File: config.mk
export PLATFORM = sky130hd
export DESIGN_NAME = sorted_priority_queue_top
export DESIGN_NICKNAME = d
export VERILOG_FILES = /design/src/hdl/spq_pkg.sv /design/src/hdl/spq_ctrl.sv /design/src/hdl/spq_datapath.sv /design/src/hdl/sorted_priority_queue_top.sv
export SDC_FILE = /design/constraint.sdc
export NUM_CORES = 2
export LEC_CHECK = 0
export BUFFER_PORTS_ARGS = -buffer_cell sky130_fd_sc_hd__buf_2
export CAP_MARGIN = 20
export CORE_ASPECT_RATIO = 0.8
export CORE_UTILIZATION = 55
export DETAILED_ROUTE_END_ITERATION = 10
export PLACE_DENSITY = 0.76
export SYNTH_ARGS = -nofsm -noshare
export SYNTH_HDL_FRONTEND = slang
export SYNTH_SLANG_ARGS = --single-unit
File: constraint.sdc
create_clock -name clk_i -period 6.88 [get_ports clk_i]
set_input_delay 1.032 -clock clk_i [delete_from_list [all_inputs] [get_ports clk_i]]
set_output_delay 1.032 -clock clk_i [all_outputs]
set_load 0.01 [all_outputs]
File: src/hdl/spq_pkg.sv
// Shared constants, codes and types of the sorted priority queue.
package spq_pkg;

  localparam int unsigned Capacity = 16;
  localparam int unsigned CntW     = $clog2(Capacity + 1);
  localparam int unsigned IdxW     = $clog2(Capacity);
  localparam int unsigned DataW    = 32;
  localparam int unsigned OutPosW  = 5;
  localparam int unsigned OutCntW  = 5;

  localparam logic [1:0] REQ_INSERT = 2'd0;
  localparam logic [1:0] REQ_REMOVE = 2'd1;
  localparam logic [1:0] REQ_SEARCH = 2'd2;

  localparam logic [1:0] ST_OK       = 2'd0;
  localparam logic [1:0] ST_EMPTY    = 2'd1;
  localparam logic [1:0] ST_FULL     = 2'd2;
  localparam logic [1:0] ST_NOTFOUND = 2'd3;

  typedef struct packed {
    logic load;  // capture the incoming request word
    logic exec;  // carry out the captured request
  } cmd_t;

  typedef struct packed {
    logic [1:0]         status;
    logic [DataW-1:0]   out_priority;
    logic [DataW-1:0]   out_value;
    logic [OutPosW-1:0] found_position;
    logic [OutCntW-1:0] entry_count;
  } resp_t;

endpackage

File: src/hdl/spq_ctrl.sv
// Handshake and sequencing controller of the sorted priority queue.
module spq_ctrl (
  input  logic          clk_i,
  input  logic          rst_ni,
  input  logic          in_valid_i,
  input  logic          out_ready_i,
  output logic          in_ready_o,
  output logic          out_valid_o,
  output spq_pkg::cmd_t cmd_o
);

  typedef enum logic [1:0] {
    S_IDLE,
    S_EXEC,
    S_DONE
  } state_e;

  state_e state_q, state_d;
  logic   out_valid_q;

  assign in_ready_o = (state_q == S_IDLE) || ((state_q == S_DONE) && out_ready_i);

  always_comb begin
    state_d   = state_q;
    cmd_o     = '0;
    cmd_o.load = in_valid_i && in_ready_o;
    unique case (state_q)
      S_IDLE: begin
        if (in_valid_i) state_d = S_EXEC;
      end
      S_EXEC: begin
        cmd_o.exec = 1'b1;
        state_d    = S_DONE;
      end
      S_DONE: begin
        if (out_ready_i) begin
          state_d = in_valid_i ? S_EXEC : S_IDLE;
        end
      end
      default: state_d = S_IDLE;
    endcase
  end

  always_ff @(posedge clk_i or negedge rst_ni) begin
    if (!rst_ni) begin
      state_q     <= S_IDLE;
      out_valid_q <= 1'b0;
    end else begin
      state_q     <= state_d;
      out_valid_q <= (state_d == S_DONE);
    end
  end

  assign out_valid_o = out_valid_q;

endmodule

File: src/hdl/spq_datapath.sv
// Sorted entry table, request register and result register.
module spq_datapath (
  input  logic                        clk_i,
  input  logic                        rst_ni,
  input  spq_pkg::cmd_t               cmd_i,
  input  logic [1:0]                  req_type_i,
  input  logic [spq_pkg::DataW-1:0]   item_value_i,
  input  logic [spq_pkg::DataW-1:0]   item_priority_i,
  output spq_pkg::resp_t              resp_o
);

  logic [1:0]                req_q;
  logic [spq_pkg::DataW-1:0] val_q;
  logic [spq_pkg::DataW-1:0] pri_q;

  logic [spq_pkg::DataW-1:0] ent_val_q [spq_pkg::Capacity];
  logic [spq_pkg::DataW-1:0] ent_pri_q [spq_pkg::Capacity];
  logic [spq_pkg::DataW-1:0] ent_val_d [spq_pkg::Capacity];
  logic [spq_pkg::DataW-1:0] ent_pri_d [spq_pkg::Capacity];
  logic [spq_pkg::CntW-1:0]  count_q, count_d;
  spq_pkg::resp_t            resp_q, resp_d;

  logic [spq_pkg::Capacity-1:0] ge;
  logic [spq_pkg::Capacity-1:0] match;
  logic [spq_pkg::CntW-1:0]     pos;
  logic                         hit;

  // Held entries whose priority is at or above the new one form a prefix.
  always_comb begin
    for (int i = 0; i < spq_pkg::Capacity; i++) begin
      ge[i]    = (spq_pkg::CntW'(i) < count_q) &&
                 ($signed(ent_pri_q[i]) >= $signed(pri_q));
      match[i] = (spq_pkg::CntW'(i) < count_q) && (ent_val_q[i] == val_q);
    end
  end

  // First match from the head wins.
  always_comb begin
    pos = '0;
    hit = 1'b0;
    for (int i = spq_pkg::Capacity - 1; i >= 0; i--) begin
      if (match[i]) begin
        pos = spq_pkg::CntW'(i + 1);
        hit = 1'b1;
      end
    end
  end

  always_comb begin
    for (int i = 0; i < spq_pkg::Capacity; i++) begin
      ent_val_d[i] = ent_val_q[i];
      ent_pri_d[i] = ent_pri_q[i];
    end
    count_d = count_q;
    resp_d  = '0;
    case (req_q)
      spq_pkg::REQ_INSERT: begin
        if (count_q == spq_pkg::CntW'(spq_pkg::Capacity)) begin
          resp_d.status = spq_pkg::ST_FULL;
        end else begin
          for (int i = 0; i < spq_pkg::Capacity; i++) begin
            if (!ge[i]) begin
              if (i == 0 || ge[(i == 0) ? 0 : i - 1]) begin
                ent_val_d[i] = val_q;
                ent_pri_d[i] = pri_q;
              end else begin
                ent_val_d[i] = ent_val_q[(i == 0) ? 0 : i - 1];
                ent_pri_d[i] = ent_pri_q[(i == 0) ? 0 : i - 1];
              end
            end
          end
          count_d = count_q + 1'b1;
        end
      end
      spq_pkg::REQ_REMOVE: begin
        if (count_q == '0) begin
          resp_d.status = spq_pkg::ST_EMPTY;
        end else begin
          resp_d.out_value    = ent_val_q[0];
          resp_d.out_priority = ent_pri_q[0];
          for (int i = 0; i < spq_pkg::Capacity - 1; i++) begin
            ent_val_d[i] = ent_val_q[i + 1];
            ent_pri_d[i] = ent_pri_q[i + 1];
          end
          count_d = count_q - 1'b1;
        end
      end
      spq_pkg::REQ_SEARCH: begin
        resp_d.status         = hit ? spq_pkg::ST_OK : spq_pkg::ST_NOTFOUND;
        resp_d.found_position = spq_pkg::OutPosW'(pos);
      end
      default: ;
    endcase
    resp_d.entry_count = spq_pkg::OutCntW'(count_d);
  end

  always_ff @(posedge clk_i) begin
    if (cmd_i.load) begin
      req_q <= req_type_i;
      val_q <= item_value_i;
      pri_q <= item_priority_i;
    end
    if (cmd_i.exec) begin
      resp_q <= resp_d;
      for (int i = 0; i < spq_pkg::Capacity; i++) begin
        ent_val_q[i] <= ent_val_d[i];
        ent_pri_q[i] <= ent_pri_d[i];
      end
    end
  end

  always_ff @(posedge clk_i or negedge rst_ni) begin
    if (!rst_ni) begin
      count_q <= '0;
    end else if (cmd_i.exec) begin
      count_q <= count_d;
    end
  end

  assign resp_o = resp_q;

endmodule

File: src/hdl/sorted_priority_queue_top.sv
// Top level of the sorted priority queue: controller plus datapath.
//
// A request word enters on the slave stream. s_axis_tuser carries the
// request kind (insert, remove head, search by value), and s_axis_tdata
// carries the value in the low half and the priority in the high half.
// Every request gives exactly one result word on the master stream:
// m_axis_tuser carries the status, m_axis_tdata the removed value and
// priority, the search position and the entry count after the request.
// Entries are kept sorted by signed priority, highest at the head, and
// equal priorities leave in arrival order.
// A word is captured, then executed in the next cycle, where all
// sixteen table cells compare against the request at once and shift in
// a single step; the result word is offered from the execute edge on
// and can leave at the following edge. The controller takes no new
// request until the result word leaves, so requests never overlap in
// its capture and execute steps.
// If the receiver stalls, the result word holds and no new request is
// taken until it leaves; a new request may be taken in the cycle that it
// leaves. Reset empties the table and drops any pending result word.
module sorted_priority_queue_top (
  input  logic        clk_i,
  input  logic        rst_ni,
  input  logic        s_axis_tvalid,
  output logic        s_axis_tready,
  input  logic [63:0] s_axis_tdata,   // item_value[31:0], item_priority[63:32]
  input  logic [1:0]  s_axis_tuser,   // req_type[1:0]
  output logic        m_axis_tvalid,
  input  logic        m_axis_tready,
  output logic [79:0] m_axis_tdata,   // out_value[31:0], out_priority[63:32],
                                      // found_position[68:64], entry_count[73:69],
                                      // zero fill[79:74]
  output logic [1:0]  m_axis_tuser    // status[1:0]
);

  spq_pkg::cmd_t  cmd;
  spq_pkg::resp_t resp;

  spq_ctrl u_ctrl (
    .clk_i       (clk_i),
    .rst_ni      (rst_ni),
    .in_valid_i  (s_axis_tvalid),
    .out_ready_i (m_axis_tready),
    .in_ready_o  (s_axis_tready),
    .out_valid_o (m_axis_tvalid),
    .cmd_o       (cmd)
  );

  spq_datapath u_datapath (
    .clk_i           (clk_i),
    .rst_ni          (rst_ni),
    .cmd_i           (cmd),
    .req_type_i      (s_axis_tuser),
    .item_value_i    (s_axis_tdata[31:0]),
    .item_priority_i (s_axis_tdata[63:32]),
    .resp_o          (resp)
  );

  // Pack the result word, lowest field first.
  assign m_axis_tuser = resp.status;
  assign m_axis_tdata = {6'd0, resp.entry_count, resp.found_position,
                         resp.out_priority, resp.out_value};

endmodule

**Word level (Yosys, flattened, before mapping)**

Memories as Yosys holds them, arrays and structs flattened.
Cells that the tools add are included.

- Bits in registers: 150
- Bits in writable memories: 1024
- Input port bits: 70
- Output and inout port bits: 84
- Logic and storage cells: 234
- Memories: 2

- $add $sub $neg: 2
- Order comparisons: 32
- Equal/unequal tests: 22
- Multiplexer cells: 116
- Bitwise gates (word level): 2
- Reduce and logical (&&, ||, !) cells: 43

Memories:

| name | words | width | rd ports | clocked after Yosys merged registers in | write ports | line | RTL |
|---|---|---|---|---|---|---|---|
| u_datapath.ent_pri_q | 16 | 32 | 16 | 0 | 16 | spq_datapath.sv:17 | `logic [spq_pkg::DataW-1:0] ent_pri_q [spq_pkg::Capacity];` |
| u_datapath.ent_val_q | 16 | 32 | 16 | 0 | 16 | spq_datapath.sv:16 | `logic [spq_pkg::DataW-1:0] ent_val_q [spq_pkg::Capacity];` |

Operators by type and width:

| cell | number |
|---|---|
| 32-bit 2-to-1 mux | 64 |
| 480-bit one-hot mux with 2 select lines | 2 |
| 512-bit 2-to-1 mux | 2 |
| 480-bit 2-to-1 mux | 2 |
| 32-bit equality test | 16 |
| 32-bit >= comparator | 16 |
| 4-bit by 5-bit less-than comparator with 1-bit output, first input constant | 8 |
| 1-bit logical AND | 34 |
| 4-bit 2-to-1 mux | 8 |
| 1-bit 2-to-1 mux | 22 |
| 3-bit by 5-bit less-than comparator with 1-bit output, first input constant | 4 |
| 16-bit OR reduction | 1 |
| 5-bit 2-to-1 mux | 3 |
| 2-bit 2-to-1 mux | 6 |
| 3-bit 2-to-1 mux | 4 |
| 2-bit one-hot mux with 3 select lines | 2 |
| 1-bit by 5-bit less-than comparator with 1-bit output, first input constant | 2 |
| 2-bit by 5-bit less-than comparator with 1-bit output, first input constant | 2 |
| 5-bit one-hot mux with 2 select lines | 1 |
| 8-bit OR reduction | 1 |
| 2-bit equality test, second input constant | 3 |
| 5-bit by 1-bit adder with 5-bit output, second input constant | 1 |
| 5-bit equality test, second input constant | 1 |
| 5-bit logical NOT | 1 |
| other kinds (7) | 11 |

**Depth between registers and ports, before layout**

An unclocked memory read counts as a cell.

- Depth after elaboration: 21
- Depth in mapped cells: 15
- Depth with buffers taken out: 12

**Modules after synthesis**

From an unflattened synthesis, not the netlist that was laid out.

- Cell total of the unflattened synthesis: 6700
- Area, all modules: 73155.2 sq um

Modules (own cells, without submodules):

| module | times used | cells each | area an instance (sq um) | seq. area each (sq um) |
|---|---|---|---|---|
| spq_datapath | 1 | 6682 | 72966.2 | 35138.7 |
| spq_ctrl | 1 | 11 | 140.1 | 75.1 |
| sorted_priority_queue_top | 1 | 7 | 48.8 | 0.0 |

**Least setup slack after synthesis**

No wires, ideal clock.

- Path type: register to register
- Start point: register, netlist name u_datapath.pri_q[25]
- End point: memory u_datapath.ent_pri_q[0][100] (netlist name) (enable)
- Library setup time: 0.507 ns
- Arrival: 5.910 ns
- Required time: 6.373 ns
- Setup slack: 0.463 ns
- Stages on the path, launching flop included: 14
- Path buffers: 2
- Clock period less this slack: 6.417 ns
- Path through: edfxtp_1 inv_1 ha_1 a21o_1 a21o_1 a21oi_1 nor2_1 a2111oi_0 o211ai_1 o21ai_1 o22ai_1 buf_2 buf_4 a21oi_1

RTL lines:

| item | line |
|---|---|
| end, declared | spq_datapath.sv:17 |

==> flow_metrics.py <==
metrics = {
    "detailed_routing": {
        "viasPerCell": 6.58,
        "vias": 56400,
        "wl_per_cell_um": 25.5,
        "drt.antenna.violating_nets": 0,
        "drt_iter0_markers": 8606,
        "drc": 17,
        "routed_wl_um": 218000,
        "drt_pre_antenna_iters": 9,
    },
    "timing": {
        "fin_crit_ns": 5.42,
        "drv_slew": 0,
        "fmax_mhz": 184,
        "fin_crit_sh": 0.788,
        "hold_viol": 0,
        "layout_setup_ws_ns": 1.46,
        "finalSetupTns_ns": 0,
        "finalSetupViolations": 0,
        "rsz0062_at_grt": "false",
        "finClkSkew_ns": 0.0297,
        "max_slew_margin": 0.185,
        "tightest_slew_ns": 1.22,
        "hold_ws_ns": 0.205,
    },
    "synth": {
        "synth_xor_area_frac": 0.0617,
        "yosys-mux-area-fraction": 0.106,
        "synth-edff-count": 1166,
        "ys.flop_type": "edfxtp_1",
        "syn_area_per_cell_um2": 10.8,
        "synth_area_um2": 73500,
        "synth_cell_types": 69,
        "synth_area_leaders": "edfxtp_1 48%, mux2i_1 9.6%, ha_1 8.8%, nand2_1 5.4%, o21ai_1 4.0%",
        "synth_compound_area_frac": 0.119,
        "ys_warn_count": 0,
        "yosysTopAreaCell": "edfxtp_1",
        "synth-seq-area-share": 0.479,
        "async_flop_share": 0.00681,
        "synth_top_family_by_area": "compound AO/OA/AOI/OAI gates",
        "synth_adder_area_share": 0.0877,
        "synth.ff_latch_count": 1174,
        "synthSimpleGateAreaFrac": 0.109,
        "synth.top_cell.area_share": 0.476,
        "yosysMostFrequentCell": "edfxtp_1",
        "syn-instance-count": 6799,
        "yosys-top-cells-count": "1166 x edfxtp_1, 1061 x nand2_1, 705 x mux2i_1",
    },
    "place": {
        "hpwl_um": 157000,
        "dp_slack_ns": 1.57,
        "globalplace.congestion": 0.982,
        "placed_area_um2": 75700,
        "io_buffers": 147,
        "dp_cells": 8326,
    },
    "pwr": {
        "ir_drop_v": 0.000280,
        "power_frac_comb": 0.285,
        "power_switching_mw": 7.86,
        "p_clk_frac": 0.298,
        "sequentialPowerShare": 0.418,
        "swShare": 0.334,
        "power.internal_mw": 15.6,
        "power-per-cell-area_nw_per_um2": 294,
        "power.leakage_nw": 29.1,
    },
    "clocking": {
        "cts_tree": "yes",
        "cts_setup_buffers": 0,
        "clockBufferDepth": 3,
        "clk_pin_slew_ns": 0.06,
        "cts_root_buf": "clkbuf_16",
        "cts_sinks": 1174,
        "cts_made_buffers": 131,
        "cts-htree-levels": 4,
        "postCtsResizedCells": 0,
        "ctsHoldBuffers": 0,
        "clock_latency_ns": 0.79,
    },
    "setup_path": {
        "crit_chain": "buf_4, inv_1, ha_1, and4_1, nand4_1, nor4_2, nand2_1, or4_1, a21oi_4, buf_4, buf_4, mux2i_1, o21ai_1",
        "critPathMaxFanout": 34,
        "criticalPathCategory": "flop to flop",
        "crit_path_end_kind": "flop",
        "crit_top_cell": "buf_4",
        "required_ns": 7.39,
        "worst_setup_path_start_kind": "flop",
        "cpPeakStageDelay_ns": 0.81,
        "arrival_ns": 5.93,
        "crit_path_top_delay_cell": "inv_1",
    },
    "global_routing": {
        "grt_max_degree": 224,
        "grt_util_all_layers": 0.316,
        "grt_pass1_vias": 53000,
        "gr-total-overflow": 0,
        "grt_pass1_wl_um": 330000,
        "antenna_found_initial": 2,
    },
    "cells_and_area": {
        "fin_cells": 8565,
        "antenna_cells": 0,
        "drive_gt1_frac": 0.0772,
        "area_growth_pct": 8.76,
        "final_cell_area_um2": 79900,
        "fin_nets": 7292,
    },
    "die": {
        "die-area_um2": 135000,
        "fp.dieW_um": 411,
        "rows": 119,
        "initial_utilization": 0.556,
        "fp.coreArea_um2": 132000,
        "ios": 154,
        "die_y_um": 329,
    },
    "status": {
        "violations": "design-rule violations",
        "outcome": "finished, violations left",
    },
    "hold_path": {
        "hold_path_class": "input port to asynchronous set/reset pin",
    },
    "flow_run": {
        "maxCapViolations": 0,
    },
}
## sequential cells by signal (all words and copies together), names as in the netlist
signal and flops:
u_datapath.req_q 2, u_datapath.ent_val_q 512, u_ctrl.state_q 2, u_ctrl.out_valid_o 1
u_datapath.pri_q 32, u_datapath.val_q 32, u_datapath.resp_o 76, u_datapath.ent_pri_q 512
u_datapath.count_q 5
## power groups by stage
stage               registers (mW)  logic [mW]  clock network, mW
CTS                           9.76        6.57               7.04
global placement              9.89        6.32                  0
floorplan                     9.65        4.98                  0
global route                  9.85        7.23               7.32
finish                        9.82        6.69               6.99
detailed placement            9.89        6.55                  0
## layer usage
layer | vias to the layer above | part of all wire | global-route usage
met5 | - | 0.00042 | 0.00345
met4 | 6 | 0.030 | 0.105
met3 | 347 | 0.13 | 0.0749
met2 | 3744 | 0.39 | 0.418
met1 | 27100 | 0.44 | 0.498
li1 | 25300 | - | -
## cells in the final DEF, fill, tap and decap left out, types with 147 or more instances in the layout
master,instances
xor2_1,292
buf_2,147
ha_1,515
nand4_1,160
o21ai_0,234
o21ai_1,587
mux2i_1,705
edfxtp_1,1166
nand3_1,173
nand2_1,1059
xnor2_1,226
## cells by family (layout without fill, tap and decap cells)
family                     count (synthesis)  after routing
xor gates and xnor gates                 518            518
buffers and inverters                    608            615
muxes                                    771            771
DFF                                     1174           1174
other                                      1              6
and+or+nand+nor                         1768           1768
adders and majority gates                515            515
AOI/OAI and AO/OA                       1444           1444
## path summary, 6_finish.rpt
check,start,end,slack [ns],cells past startpoint
setup / recovery,u_datapath.pri_q[28],u_datapath.ent_val_q[1][73],1.46,13
hold / removal,rst_ni,u_datapath.count_q[2],0.20,1
setup reg to reg,u_datapath.pri_q[28],u_datapath.ent_val_q[1][73],1.46,13
hold reg to reg,u_ctrl.state_q[0],u_ctrl.state_q[1],0.52,1
max in group asynchronous,rst_ni,u_ctrl.state_q[1],6.35,1
min in group clk_i,s_axis_tdata[7],u_datapath.val_q[7],0.42,1
## final cells by class
type	instances	area [um2]
flip-flops and latches	1174	35200
clock buffers	171	3580
multi-input cells	5022	35900
well taps	1754	2190
inverters	74	279
fillers	10600	52100
repair buffers	304	2150
clock inverters	66	592
## critical path: cells and delay by family (launching register included)
family,cells,cell delay (ns)
simple gates,5,1.75
compound gates,2,0.27
fa+ha+maj,1,0.23
buf+inv,4,2.11
mux,1,0.29
flops,1,0.43
## metrics by stage
stage	power, mW	utilization
after CTS	23.4	0.605
after global placement	16.2	0.573
final	23.5	0.605
after floorplan	14.6	-
after global routing	24.4	0.605
after detailed placement	16.4	0.573
Note: power is estimated with default switching activity, not from simulation.
